<file path="src/hdl/ist_pkg.sv">
// ----------------------------------------------------------------------------
// ist_pkg: shared types and constants for the integer set table
// Table capacity, derived widths, request codes and status codes.
// ----------------------------------------------------------------------------
package ist_pkg;

  // table geometry
  localparam int CAPACITY = 16;
  localparam int ADDR_W   = $clog2(CAPACITY);
  localparam int CNT_W    = $clog2(CAPACITY + 1);
  localparam int DATA_W   = 32;

  // request codes
  typedef enum logic [1:0] {
    REQ_INSERT = 2'd0,
    REQ_DELETE = 2'd1,
    REQ_LOOKUP = 2'd2,
    REQ_READ   = 2'd3
  } req_t;

  // result status codes
  typedef enum logic [2:0] {
    ST_OK      = 3'd0,
    ST_ALREADY = 3'd1,
    ST_ABSENT  = 3'd2,
    ST_FULL    = 3'd3,
    ST_RANGE   = 3'd4
  } status_t;

  // sequencer states, one-hot
  typedef enum logic [4:0] {
    S_IDLE  = 5'b00001,
    S_SCAN  = 5'b00010,
    S_SHIFT = 5'b00100,
    S_READ  = 5'b01000,
    S_DONE  = 5'b10000
  } state_t;

endpackage

</file>
<file path="src/hdl/ist_ram.sv">
// ----------------------------------------------------------------------------
// ist_ram: generic single-write, single-read RAM
// One write port and one read port; read data is registered.
// ----------------------------------------------------------------------------
module ist_ram #(
  parameter int WIDTH = 32,
  parameter int DEPTH = 16
) (
  input  logic                     clk,
  input  logic                     wr_en,
  input  logic [$clog2(DEPTH)-1:0] wr_addr,
  input  logic [WIDTH-1:0]         wr_data,
  input  logic                     rd_en,
  input  logic [$clog2(DEPTH)-1:0] rd_addr,
  output logic [WIDTH-1:0]         rd_data
);

  logic [WIDTH-1:0] mem [DEPTH];

  // write port
  always_ff @(posedge clk) begin
    if (wr_en) begin
      mem[wr_addr] <= wr_data;
    end
  end

  // registered read port
  always_ff @(posedge clk) begin
    if (rd_en) begin
      rd_data <= mem[rd_addr];
    end
  end

endmodule

</file>
<file path="src/hdl/integer_set_table_top.sv">
// ----------------------------------------------------------------------------
// integer_set_table_top: ordered set of distinct signed 32-bit integers
// Insert, delete, membership lookup and indexed read over a small table.
// ----------------------------------------------------------------------------
// The set lives in a CAPACITY-entry RAM with one write and one read port, in
// insertion order, plus a live count. Insert, delete and lookup scan the live
// entries one per cycle through the RAM read port; delete then moves every
// later entry down one place, again one entry per cycle. The block takes one
// beat at a time; a finished result sits in the output register while the
// next beat is accepted.
// Reads at or beyond the live count return ST_RANGE and entry_value 0.
module integer_set_table_top import ist_pkg::*; (
  input  logic               clk,
  input  logic               rst,
  input  logic               in_valid,
  output logic               in_ready,
  input  logic [1:0]         req_type,
  input  logic signed [31:0] value,
  input  logic [3:0]         index,
  output logic               out_valid,
  input  logic               out_ready,
  output logic               present,
  output logic [2:0]         status,
  output logic [4:0]         count,
  output logic signed [31:0] entry_value
);

  state_t              state;
  req_t                req;
  logic [DATA_W-1:0]   val;
  logic [CNT_W-1:0]    live_count;
  logic [CNT_W-1:0]    ptr;       // next address to read
  logic                pend;      // a read issued last cycle has data now
  logic [ADDR_W-1:0]   wr_ptr;    // destination of the pending move
  logic                res_present;
  status_t             res_status;
  logic [DATA_W-1:0]   res_entry;

  logic                rd_en;
  logic [ADDR_W-1:0]   rd_addr;
  logic [DATA_W-1:0]   rd_data;
  logic                wr_en;
  logic [ADDR_W-1:0]   wr_addr;
  logic [DATA_W-1:0]   wr_data;

  logic                hit;
  logic                more;
  logic                idx_ok;

  assign in_ready = (state == S_IDLE);
  assign hit      = pend && (rd_data == val);
  assign more     = (ptr < live_count);
  assign idx_ok   = (CNT_W'(index) < live_count);

  // RAM port control
  always_comb begin
    rd_en   = 1'b0;
    rd_addr = ptr[ADDR_W-1:0];
    wr_en   = 1'b0;
    wr_addr = wr_ptr;
    wr_data = rd_data;
    unique case (state)
      S_IDLE: begin
        rd_addr = ADDR_W'(index);
        rd_en   = in_valid && (req_t'(req_type) == REQ_READ) && idx_ok;
      end
      S_SCAN: begin
        rd_en   = !hit && more;
        wr_addr = live_count[ADDR_W-1:0];
        wr_data = val;
        wr_en   = !hit && !more && !pend && (req == REQ_INSERT) &&
                  (live_count != CNT_W'(CAPACITY));
      end
      S_SHIFT: begin
        rd_en = more;
        wr_en = pend;
      end
      S_READ, S_DONE: begin
      end
      default: begin
      end
    endcase
  end

  // sequencer
  always_ff @(posedge clk) begin
    if (rst) begin
      state      <= S_IDLE;
      live_count <= '0;
      ptr        <= '0;
      pend       <= 1'b0;
      out_valid  <= 1'b0;
    end else begin
      // output beat taken; S_DONE refills the register itself
      if (out_ready && (state != S_DONE)) begin
        out_valid <= 1'b0;
      end
      unique case (state)
        S_IDLE: begin
          if (in_valid) begin
            req         <= req_t'(req_type);
            val         <= value;
            ptr         <= '0;
            pend        <= 1'b0;
            res_present <= 1'b0;
            res_status  <= ST_OK;
            res_entry   <= '0;
            if (req_t'(req_type) == REQ_READ) begin
              if (idx_ok) begin
                state <= S_READ;
              end else begin
                res_status <= ST_RANGE;
                state      <= S_DONE;
              end
            end else begin
              state <= S_SCAN;
            end
          end
        end
        S_SCAN: begin
          if (hit) begin
            // match at ptr - 1; a delete moves entries from ptr onward
            res_present <= 1'b1;
            pend        <= 1'b0;
            if (req == REQ_DELETE) begin
              state <= S_SHIFT;
            end else begin
              if (req == REQ_INSERT) begin
                res_status <= ST_ALREADY;
              end
              state <= S_DONE;
            end
          end else if (more) begin
            ptr  <= ptr + CNT_W'(1);
            pend <= 1'b1;
          end else if (pend) begin
            pend <= 1'b0;
          end else begin
            // scan finished, value absent
            if (req == REQ_INSERT) begin
              if (live_count == CNT_W'(CAPACITY)) begin
                res_status <= ST_FULL;
              end else begin
                live_count <= live_count + CNT_W'(1);
              end
            end else begin
              res_status <= ST_ABSENT;
            end
            state <= S_DONE;
          end
        end
        S_SHIFT: begin
          // read entry ptr now, write it to ptr - 1 next cycle
          if (more) begin
            wr_ptr <= ADDR_W'(ptr - CNT_W'(1));
            ptr    <= ptr + CNT_W'(1);
            pend   <= 1'b1;
          end else if (pend) begin
            pend <= 1'b0;
          end else begin
            live_count <= live_count - CNT_W'(1);
            state      <= S_DONE;
          end
        end
        S_READ: begin
          res_entry <= rd_data;
          state     <= S_DONE;
        end
        S_DONE: begin
          if (!out_valid || out_ready) begin
            out_valid   <= 1'b1;
            present     <= res_present;
            status      <= res_status;
            count       <= live_count;
            entry_value <= res_entry;
            state       <= S_IDLE;
          end
        end
        default: begin
          state <= S_IDLE;
        end
      endcase
    end
  end

  ist_ram #(
    .WIDTH(DATA_W),
    .DEPTH(CAPACITY)
  ) u_ram (
    .clk    (clk),
    .wr_en  (wr_en),
    .wr_addr(wr_addr),
    .wr_data(wr_data),
    .rd_en  (rd_en),
    .rd_addr(rd_addr),
    .rd_data(rd_data)
  );

endmodule
</file>
<file path="config.mk">
export PLATFORM = sky130hd
export DESIGN_NAME = integer_set_table_top
export DESIGN_NICKNAME = d
export VERILOG_FILES = /design/src/hdl/ist_pkg.sv /design/src/hdl/ist_ram.sv /design/src/hdl/integer_set_table_top.sv
export SDC_FILE = /design/constraint.sdc
export NUM_CORES = 1
export LEC_CHECK = 0
export ABC_AREA = 1
export BUFFER_PORTS_ARGS = -buffer_cell sky130_fd_sc_hd__clkbuf_2
export CAP_MARGIN = 5
export CORE_MARGIN = 4
export CORE_UTILIZATION = 25
export CTS_CLUSTER_DIAMETER = 80
export DETAILED_ROUTE_END_ITERATION = 8
export HOLD_SLACK_MARGIN = 0.15
export SYNTH_ARGS = -nofsm -noshare
export SYNTH_HDL_FRONTEND = slang
export SYNTH_SLANG_ARGS = --single-unit
</file>
<file path="constraint.sdc">
create_clock -name clk -period 4.2 [get_ports clk]
set_input_delay 0.21 -clock clk [delete_from_list [all_inputs] [get_ports clk]]
set_output_delay 0.21 -clock clk [all_outputs]
set_load 0.1 [all_outputs]
</file>
==> results by group, run 1 <==
Drt
  • Detailed-router iteration count before antenna repair: 6
  • Starting DRC count in detailed routing: 1719
  • Post-route met1 wirelength: 29.9 mm
  • Vias per cell: 4.64
  • Top routing layer used: met4
  • DR DRC count: 0
  • DRT antenna net count: 0
  • Via count: 16600
  • Final wirelength: 68.9 mm
  • Average wire per cell in the routed design: 19.3 µm
  • Met3 wirelength from detailed routing: 4.79 mm
  • Wire length on met2: 32.7 mm

Synthesis
  • Number of cells produced by synthesis: 1987
  • Fraction of synthesized cell area taken by the top area cell type: 0.738
  • Avg Synthesized Cell Area: 13.5 µm²
  • Post-synthesis register bit count: 676
  • Unique cell type count in the Yosys netlist: 40
  • Synthesized Nets: 2042
  • Dominant cell type by area after synthesis: edfxtp_1
  • Share of the yosys chip area belonging to registers: 0.751
  • Top cells by area, synth: edfxtp_1 74%, o21ai_0 5.0%, nor2_1 4.2%, o221ai_1 3.1%, nand2_1 2.4%
  • Netlist area before placement: 26800 µm²
  • Count of synthesis-stage warnings from yosys: 0

Worst setup path
  • Endpoint of the lowest-slack register-to-register path: u_ram.mem[3][14]$_DFFE_PP_
  • Crit path cell chain: inv_1 > ha_1 > nand2_1 > a21oi_1 > nor3b_1 > o21ai_1 > nand2_1 > o22ai_1 > buf_4 > nand2_1 > nor2_4 > buf_12
  • Startpoint of the most critical register-to-register path: live_count[2]$_SDFFE_PP0P_
  • Reg-to-reg slack, setup: 1.11 ns
  • Kind of launch point of the worst setup path: flip-flop
  • Worst Path Arrival: 3.40 ns
  • Required time of the critical path: 4.51 ns
  • Cell with the largest stage delay on the worst path: nor2_4
  • Most repeated library cell on the critical path: nand2_1
  • Number of cells on the worst reg-to-reg path: 12
  • Category of the most critical setup path: reg2reg
  • Sort of element at the end of the critical path: flip-flop
  • Maximum cell stage delay along the critical path: 0.43 ns
  • Maximum fanout count along the critical path: 22

Floorplan
  • Row count: 119
  • Floorplan Core Area: 106000 µm²
  • Die Span X: 336 µm
  • Area of the die: 113000 µm²
  • Initial cell density of the core: 0.253
  • Overall die height: 336 µm
  • I/O Pins: 85

STA
  • Highest clock rate: 323 MHz
  • Final worst path period share: 0.736
  • Setup repair after global routing missed its margin: false
  • Total count of hold-check failures in the final report: 0
  • Final setup violation count: 0
  • Slew headroom: 0.180
  • Min Hold Slack: 0.295 ns
  • Final critical-path required period: 3.09 ns
  • Setup TNS Final: 0 ns
  • Final max-slew violation count: 0
  • Fin Clk Skew: 0.0277 ns
  • Actual slew at the worst max-slew pin: 1.22 ns

Power and ir drop
  • Total chip power: 16.2 mW
  • Leakage power of the design: 10.5 nW
  • Largest voltage drop on the vdd net: 0.319 mV
  • Power Density: 511 nW/µm²

Global route
  • First-pass GRT wire length: 103 mm
  • Overall overflow remaining after global route: 0
  • Number of global-route vias before repair: 16300
  • Global-route usage over all layers: 0.119
  • Antenna violations before repair: 0
  • Pin count of the biggest net entering global routing: 131

Clock network
  • Clock buffer depth: 3
  • Root cell of the clock tree: clkbuf_16
  • CTS tree: done
  • CTS H-Tree Depth: 3
  • Number of buffers created by CTS: 68
  • Post-CTS Resized: 0
  • Clock latency of the later-clocked register in the worst-skew pair: 0.63 ns
  • Sink Count: 676
  • Clock-pin slew on the worst setup and hold paths: 0.06 ns

Final layout
  • Final core utilization: 0.301
  • Synthesis-to-layout area growth: 18.7%
  • Fraction of final layout cells sized beyond drive strength 1: 0.137
  • Number of nets in the layout: 2193
  • Post-route cell area: 31800 µm²

Placed design
  • Port Buffers: 84
  • Post-DP HPWL: 40.8 mm
  • Placed inst area: 29300 µm²
  • Placer's final routability congestion estimate: 0.815

Min path
  • Class of the tightest hold or removal check: in2reg
  • Cell depth of the worst min-delay path: 4
  • Min-Delay Startpoint: index[0]
  • Destination of the worst hold path: state[3]$_SDFFE_PP0P_

Flow run
  • Number of max-cap violations: 0

Status
  • Status: completed
==> flip-flops by register name, indices dropped and copies added (netlist names), 3 cells and up <==
signal,flops
u_ram.rd_data,32
status,3
val,32
ptr,5
u_ram.mem,512
res_status,3
live_count,5
state,5
count,5
wr_ptr,4
entry_value,32
res_entry,32
==> worst max-delay path, delay by kind of cell (launching register included) <==
family / cells / cell delay, ns
simple gates: 5 / 1.00
flops: 1 / 0.40
fa+ha+maj: 1 / 0.31
buf+inv: 3 / 0.53
compound gates: 3 / 0.52
==> power by group <==
| group | total [mW] | internal, mW | switching [mW] |
|---|---|---|---|
| Sequential | 7.75 | 7.67 | 0.0715 |
| Clock | 6.01 | 3.41 | 2.60 |
| Combinational | 2.49 | 0.665 | 1.83 |
==> stage by stage <==
stage	setup slack (ns)	cells
final	1.11	3580
after global routing	0.898	3579
after CTS	1.10	3579
after detailed placement	1.12	3421
after global placement	1.13	3421
after floorplan	0.0490	1987
==> cells in the mapped netlist, drive strengths merged <==
| cell type | n |
|---|---|
| inv | 92 |
| dfxtp | 17 |
| o311ai | 1 |
| nor2 | 299 |
| nor3b | 1 |
| nand4 | 7 |
| xnor2 | 23 |
| nor3 | 5 |
| nand3 | 76 |
| o2111ai | 1 |
| or2 | 3 |
| a21o | 1 |
| o21bai | 32 |
| buf | 96 |
| xor2 | 4 |
| o211ai | 32 |
| a21oi | 20 |
| a22oi | 1 |
| nand2 | 171 |
| nor4 | 4 |
| edfxtp | 659 |
| o221ai | 96 |
| clkbuf | 21 |
| ha | 12 |
| o21ai | 309 |
| fa | 1 |
| clkinv | 1 |
| o22ai | 2 |
==> timing repair <==
item,4_1_cts,5_1_grt
endpoints found under the hold margin,45,0
setup buffers,0,0
hold buffers,38,0
endpoints found under the setup margin,0,0
==> area by class of cell <==
class / instances / area (µm²)
diodes: 1 / 2.50
clock buffers: 79 / 1750
clock inverters: 41 / 435
fillers: 10500 / 74000
inverters: 93 / 355
multi-input cells: 1101 / 5930
flip-flops and latches: 676 / 20100
well taps: 1391 / 1740
repair buffers: 198 / 1480
==> cell usage in the layout, fill, tap and decap left out, drive strengths merged <==
cell	count
nand4	7
clkbuf	163
xor2	4
o221ai	96
inv	97
xnor2	23
o2111ai	1
clkinvlp	4
nor2	299
a22oi	1
dfxtp	17
o211ai	32
nor3	5
o22ai	2
fa	1
clkinv	27
nand3	76
a21oi	20
o311ai	1
or2	3
bufinv	6
nand2	171
edfxtp	659
ha	12
o21bai	32
nor4	4
diode	1
buf	76
nor3b	1
dlygate4sd3	38
a21o	1
o21ai	309
==> worst max-delay path by stage <==
stage                                     startpoint                    endpoint  slack [ns]  depth (start not counted)
after floorplan                 out_valid$_SDFF_PP0_          count[0]$_DFFE_PP_        0.05                          3
after global placement    live_count[3]$_SDFFE_PP0P_  u_ram.mem[1][24]$_DFFE_PP_        1.13                         12
after detailed placement  live_count[2]$_SDFFE_PP0P_  u_ram.mem[3][28]$_DFFE_PP_        1.12                         12
after CTS                 live_count[2]$_SDFFE_PP0P_   u_ram.mem[8][5]$_DFFE_PP_        1.10                         12
after global routing      live_count[3]$_SDFFE_PP0P_   u_ram.mem[8][6]$_DFFE_PP_        0.90                         12
final                     live_count[2]$_SDFFE_PP0P_  u_ram.mem[3][14]$_DFFE_PP_        1.11                         12
==> routing by layer <==
| metal | vias up | global-route usage |
|---|---|---|
| li1 | 7653 | - |
| met1 | 8272 | 0.159 |
| met2 | 602 | 0.196 |
| met3 | 99 | 0.0246 |
| met4 | 0 | 0.0372 |
| met5 | - | 0 |
==> kinds of logic (layout without fill, tap and decap cells) <==
group / after synthesis / after routing / synth area share
adders and majority gates: 13 / 13 / 0.00635
AOI/OAI and AO/OA: 495 / 495 / 0.113
and+or+nand+nor: 566 / 566 / 0.0859
buffers and inverters: 210 / 411 / 0.0350
other: 0 / 1 / 0
DFF: 676 / 676 / 0.751
xor gates and xnor gates: 27 / 27 / 0.00882
Power figures use the tool's default switching activity.
==> run 2, diff against run 1 <==
--- a/config.mk
+++ b/config.mk
@@ -5,7 +5,7 @@
 export SDC_FILE = /design/constraint.sdc
 export NUM_CORES = 1
 export LEC_CHECK = 0
-export ABC_AREA = 1
+export ABC_AREA = 0
 export BUFFER_PORTS_ARGS = -buffer_cell sky130_fd_sc_hd__clkbuf_2
 export CAP_MARGIN = 5
 export CORE_MARGIN = 4
==> constraint.sdc (replaced) <==
create_clock -name clk -period 2.7 [get_ports clk]
set_input_delay 0.135 -clock clk [delete_from_list [all_inputs] [get_ports clk]]
set_output_delay 0.135 -clock clk [all_outputs]
set_load 0.1 [all_outputs]
==> results by group, run 2 <==
Status
  • Status: finished, violations left
  • Violated checks: setup timing

Clock network
  • Sink Count: 676 (unchanged)
  • Clock latency of the later-clocked register in the worst-skew pair: 0.62 ns (about the same)
  • CTS H-Tree Depth: 3 (unchanged)
  • Clock buffer depth: 3 (unchanged)
  • Clock-pin slew on the worst setup and hold paths: 0.06 ns (about the same)
  • CTS tree: done
  • Root cell of the clock tree: clkbuf_16
  • Number of buffers created by CTS: 73 (+7.4%)

Global route
  • M3 GR Usage: 0.0232 (-0.00146)
  • Most utilized layer in the global route result: met2
  • Global-route usage over all layers: 0.135 (+0.0159)
  • Antenna violations before repair: 8 (+8)
  • Pin count of the biggest net entering global routing: 39 (-70%)
  • Global routing usage on met2: 0.225 (+0.0287)
  • Number of global-route vias before repair: 15700 (-4.1%)
  • Global routing usage on met1: 0.182 (+0.0233)
  • Overall overflow remaining after global route: 0 (unchanged)
  • First-pass GRT wire length: 111 mm (+8.0%)

Drt
  • DR DRC count: 0 (unchanged)
  • Vias per cell: 4.76 (+2.4%)
  • Final wirelength: 80.2 mm (+16%)
  • DRT antenna net count: 0 (unchanged)
  • Via count: 16300 (-2.2%)
  • Average wire per cell in the routed design: 23.5 µm (+22%)
  • Detailed-router iteration count before antenna repair: 5 (-1)
  • Starting DRC count in detailed routing: 1680 (-2.3%)

Worst setup path
  • CP Buf/Inv Count: 2 (-1)
  • Required time of the critical path: 3.03 ns (-1.48 ns)
  • Cell with the largest stage delay on the worst path: or3_4
  • Crit path cell chain: xor2_1 > nor4_2 > buf_4 > nand4_1 > or3_4 > o211ai_1 > nand2_2 > buf_12
  • Maximum cell stage delay along the critical path: 0.47 ns (+0.04 ns)
  • Maximum fanout count along the critical path: 32 (+45%)
  • Sort of element at the end of the critical path: flip-flop
  • Top Family by Delay on Critical Path: simple AND/OR/NAND/NOR gates
  • Kind of launch point of the worst setup path: flip-flop
  • Worst Path Arrival: 3.25 ns (-0.15 ns)
  • Category of the most critical setup path: reg2reg

Final layout
  • Sequential standard cell area: 20100 µm² (about the same)
  • Top library cells by usage in the layout, fill and taps aside: 659 x edfxtp_1, 179 x mux2i_1, 121 x o22ai_1
  • Fraction of final layout cells sized beyond drive strength 1: 0.271 (+0.135)
  • Number of nets in the layout: 2023 (-7.8%)
  • Register ranked first by flip-flop count: u_ram.mem
  • Synthesis-to-layout area growth: 31.9%
  • Commonest non-fill, non-tap cell in the layout: edfxtp_1
  • Multi-input gate area: 6680 µm² (+13%)
  • Max FFs per register: 512 (unchanged)
  • Final core utilization: 0.332 (+0.0313)
  • Post-route insts no fill: 3419 (-4.5%)
  • Filler cells: 9984 (-4.5%)

STA
  • Final max-slew violation count: 0 (unchanged)
  • Highest clock rate: 342 MHz (+5.8%)
  • Setup TNS Final: -8.57 ns (-8.57 ns)
  • Slew headroom: 0.301 (+0.121)
  • Crit path setup slack, layout: -0.221 ns (-1.33 ns)
  • Fin Clk Skew: 0.0250 ns (-0.00275 ns)
  • Final critical-path required period: 2.92 ns (-0.170 ns)
  • Setup repair after global routing missed its margin: true
  • Final setup violation count: 81 (+81)
  • Actual slew at the worst max-slew pin: 1.04 ns (-0.180 ns)
  • Final worst path period share: 1.08 (+0.346)
  • Total count of hold-check failures in the final report: 0 (unchanged)

Flow run
  • Number of max-cap violations: 0 (unchanged)

Synthesis
  • Fraction of synthesized cell area taken by the top area cell type: 0.748 (+0.0101)
  • Netlist area before placement: 26500 µm² (-1.3%)
  • Share of the yosys chip area belonging to registers: 0.761 (+0.0102)
  • Count of synthesis-stage warnings from yosys: 0 (unchanged)
  • Unique cell type count in the Yosys netlist: 59 (+48%)
  • Dominant cell type by area after synthesis: edfxtp_1
  • Top cells by area, synth: edfxtp_1 75%, mux2i_1 7.3%, o22ai_1 3.0%, nand2_1 1.7%, dfxtp_1 1.3%
  • Number of enable-type register cells in the synthesized netlist: 659 (unchanged)
  • Synthesized Nets: 1672 (-18%)
  • Avg Synthesized Cell Area: 16.4 µm² (+21%)
  • Share of synthesized registers carrying an async set or reset: 0 (unchanged)
  • Flip-flop cell with the highest count after synthesis: edfxtp_1
  • Most numerous cell types in the synthesized netlist: 659 x edfxtp_1, 194 x mux2i_1, 127 x o22ai_1
  • Most common cell in the synthesized netlist: edfxtp_1
  • Post-synthesis register bit count: 676 (unchanged)
  • Number of cells produced by synthesis: 1617 (-19%)

Floorplan
  • Area of the die: 111000 µm² (-1.3%)
  • Initial cell density of the core: 0.252 (-0.00163)
  • Floorplan Core Area: 105000 µm² (-0.70%)
  • Die Span X: 333 µm (-0.66%)
  • Overall die height: 333 µm (-0.66%)
  • I/O Pins: 85 (unchanged)
  • Row count: 119 (unchanged)

Power and ir drop
  • Power Density: 675 nW/µm² (+32%)
  • Largest voltage drop on the vdd net: 0.426 mV (+33%)
  • Leakage power of the design: 12.4 nW (+18%)

Placed design
  • Port Buffers: 84 (unchanged)
  • Placer's final routability congestion estimate: 0.876 (+7.4%)
  • Post-DP HPWL: 46.4 mm (+14%)
  • Placed insts: 3159 (-7.7%)

Min path
  • Class of the tightest hold or removal check: in2reg
run 2: changes by cell type after synthesis, sizes merged, moves of 73 or more:
| cell | change |
|---|---|
| o221ai | -94 |
| mux2i | +194 |
| inv | -73 |
| o22ai | +125 |
| nor2 | -250 |
| o21ai | -289 |
run 2: worst min-delay path, cell delays in order:
cell and delay [ns]:
clkbuf_2 0.17, a21o_1 0.22, o221ai_1 0.08, a221o_1 0.15
run 2: final cells by class:
cell class                 instances  area share
sequential                       676       0.577
tap                             1391      0.0499
multi-input combinational        841       0.191
clock inverter                    43      0.0101
inverter                          19     0.00226
clock buffer                      90      0.0548
antenna                            2    0.000143
timing repair buffer             357       0.115
run 2: power breakdown:
part	switching, mW	total, mW	internal (mW)
registers	0.0479	11.6	11.6
logic	1.27	2.39	1.12
clock network	4.08	9.54	5.45
run 2: layer usage:
layer / vias up / routed length (µm)
li1: 7078 / -
met1: 8300 / 33000
met2: 771 / 38900
met3: 115 / 6390
met4: 0 / 1870
met5: - / 0
run 2: timing repair:
| action | 4_1_cts | 5_1_grt |
|---|---|---|
| endpoints found under the hold margin | 46 | 0 |
| gates cloned | 9 | 13 |
| endpoints found under the setup margin | 67 | 930 |
| hold buffers | 37 | 0 |
| setup buffers | 37 | 38 |
| resized for setup | 65 | 111 |
| pin swaps | 25 | 57 |
run 2: final timing paths:
| check | slack (ns) | cells past startpoint | end | startpoint |
|---|---|---|---|---|
| hold / removal | 0.24 | 4 | u_ram.rd_data[9]$_DFFE_PP_ | index[2] |
| setup reg to reg | -0.22 | 8 | u_ram.rd_data[11]$_DFFE_PP_ | u_ram.rd_data[5]$_DFFE_PP_ |
| setup / recovery | -0.22 | 8 | u_ram.rd_data[11]$_DFFE_PP_ | u_ram.rd_data[5]$_DFFE_PP_ |
| hold reg to reg | 0.42 | 0 | entry_value[19]$_DFFE_PP_ | res_entry[19]$_SDFFCE_PN0P_ |
run 2: cell families after synthesis:
| group | Yosys count | synth area share |
|---|---|---|
| muxes | 198 | 0.0755 |
| DFF | 676 | 0.761 |
| adders and majority gates | 13 | 0.00643 |
| buffers and inverters | 101 | 0.0165 |
| xor gates and xnor gates | 39 | 0.0129 |
| and+or+nand+nor | 354 | 0.0696 |
| AOI/OAI and AO/OA | 236 | 0.0582 |
run 2: stage by stage:
step	total power [mW]	setup slack, ns	hold slack [ns]	cell area, µm²
final	23.5	-0.221	0.244	34900
after global routing	24.3	-0.319	0.245	34900
after CTS	23.4	-0.156	0.200	33900
after detailed placement	13.6	-0.502	0.314	30400
after global placement	13.6	-0.512	0.318	30400
after floorplan	12.8	0.000933	0.234	26600
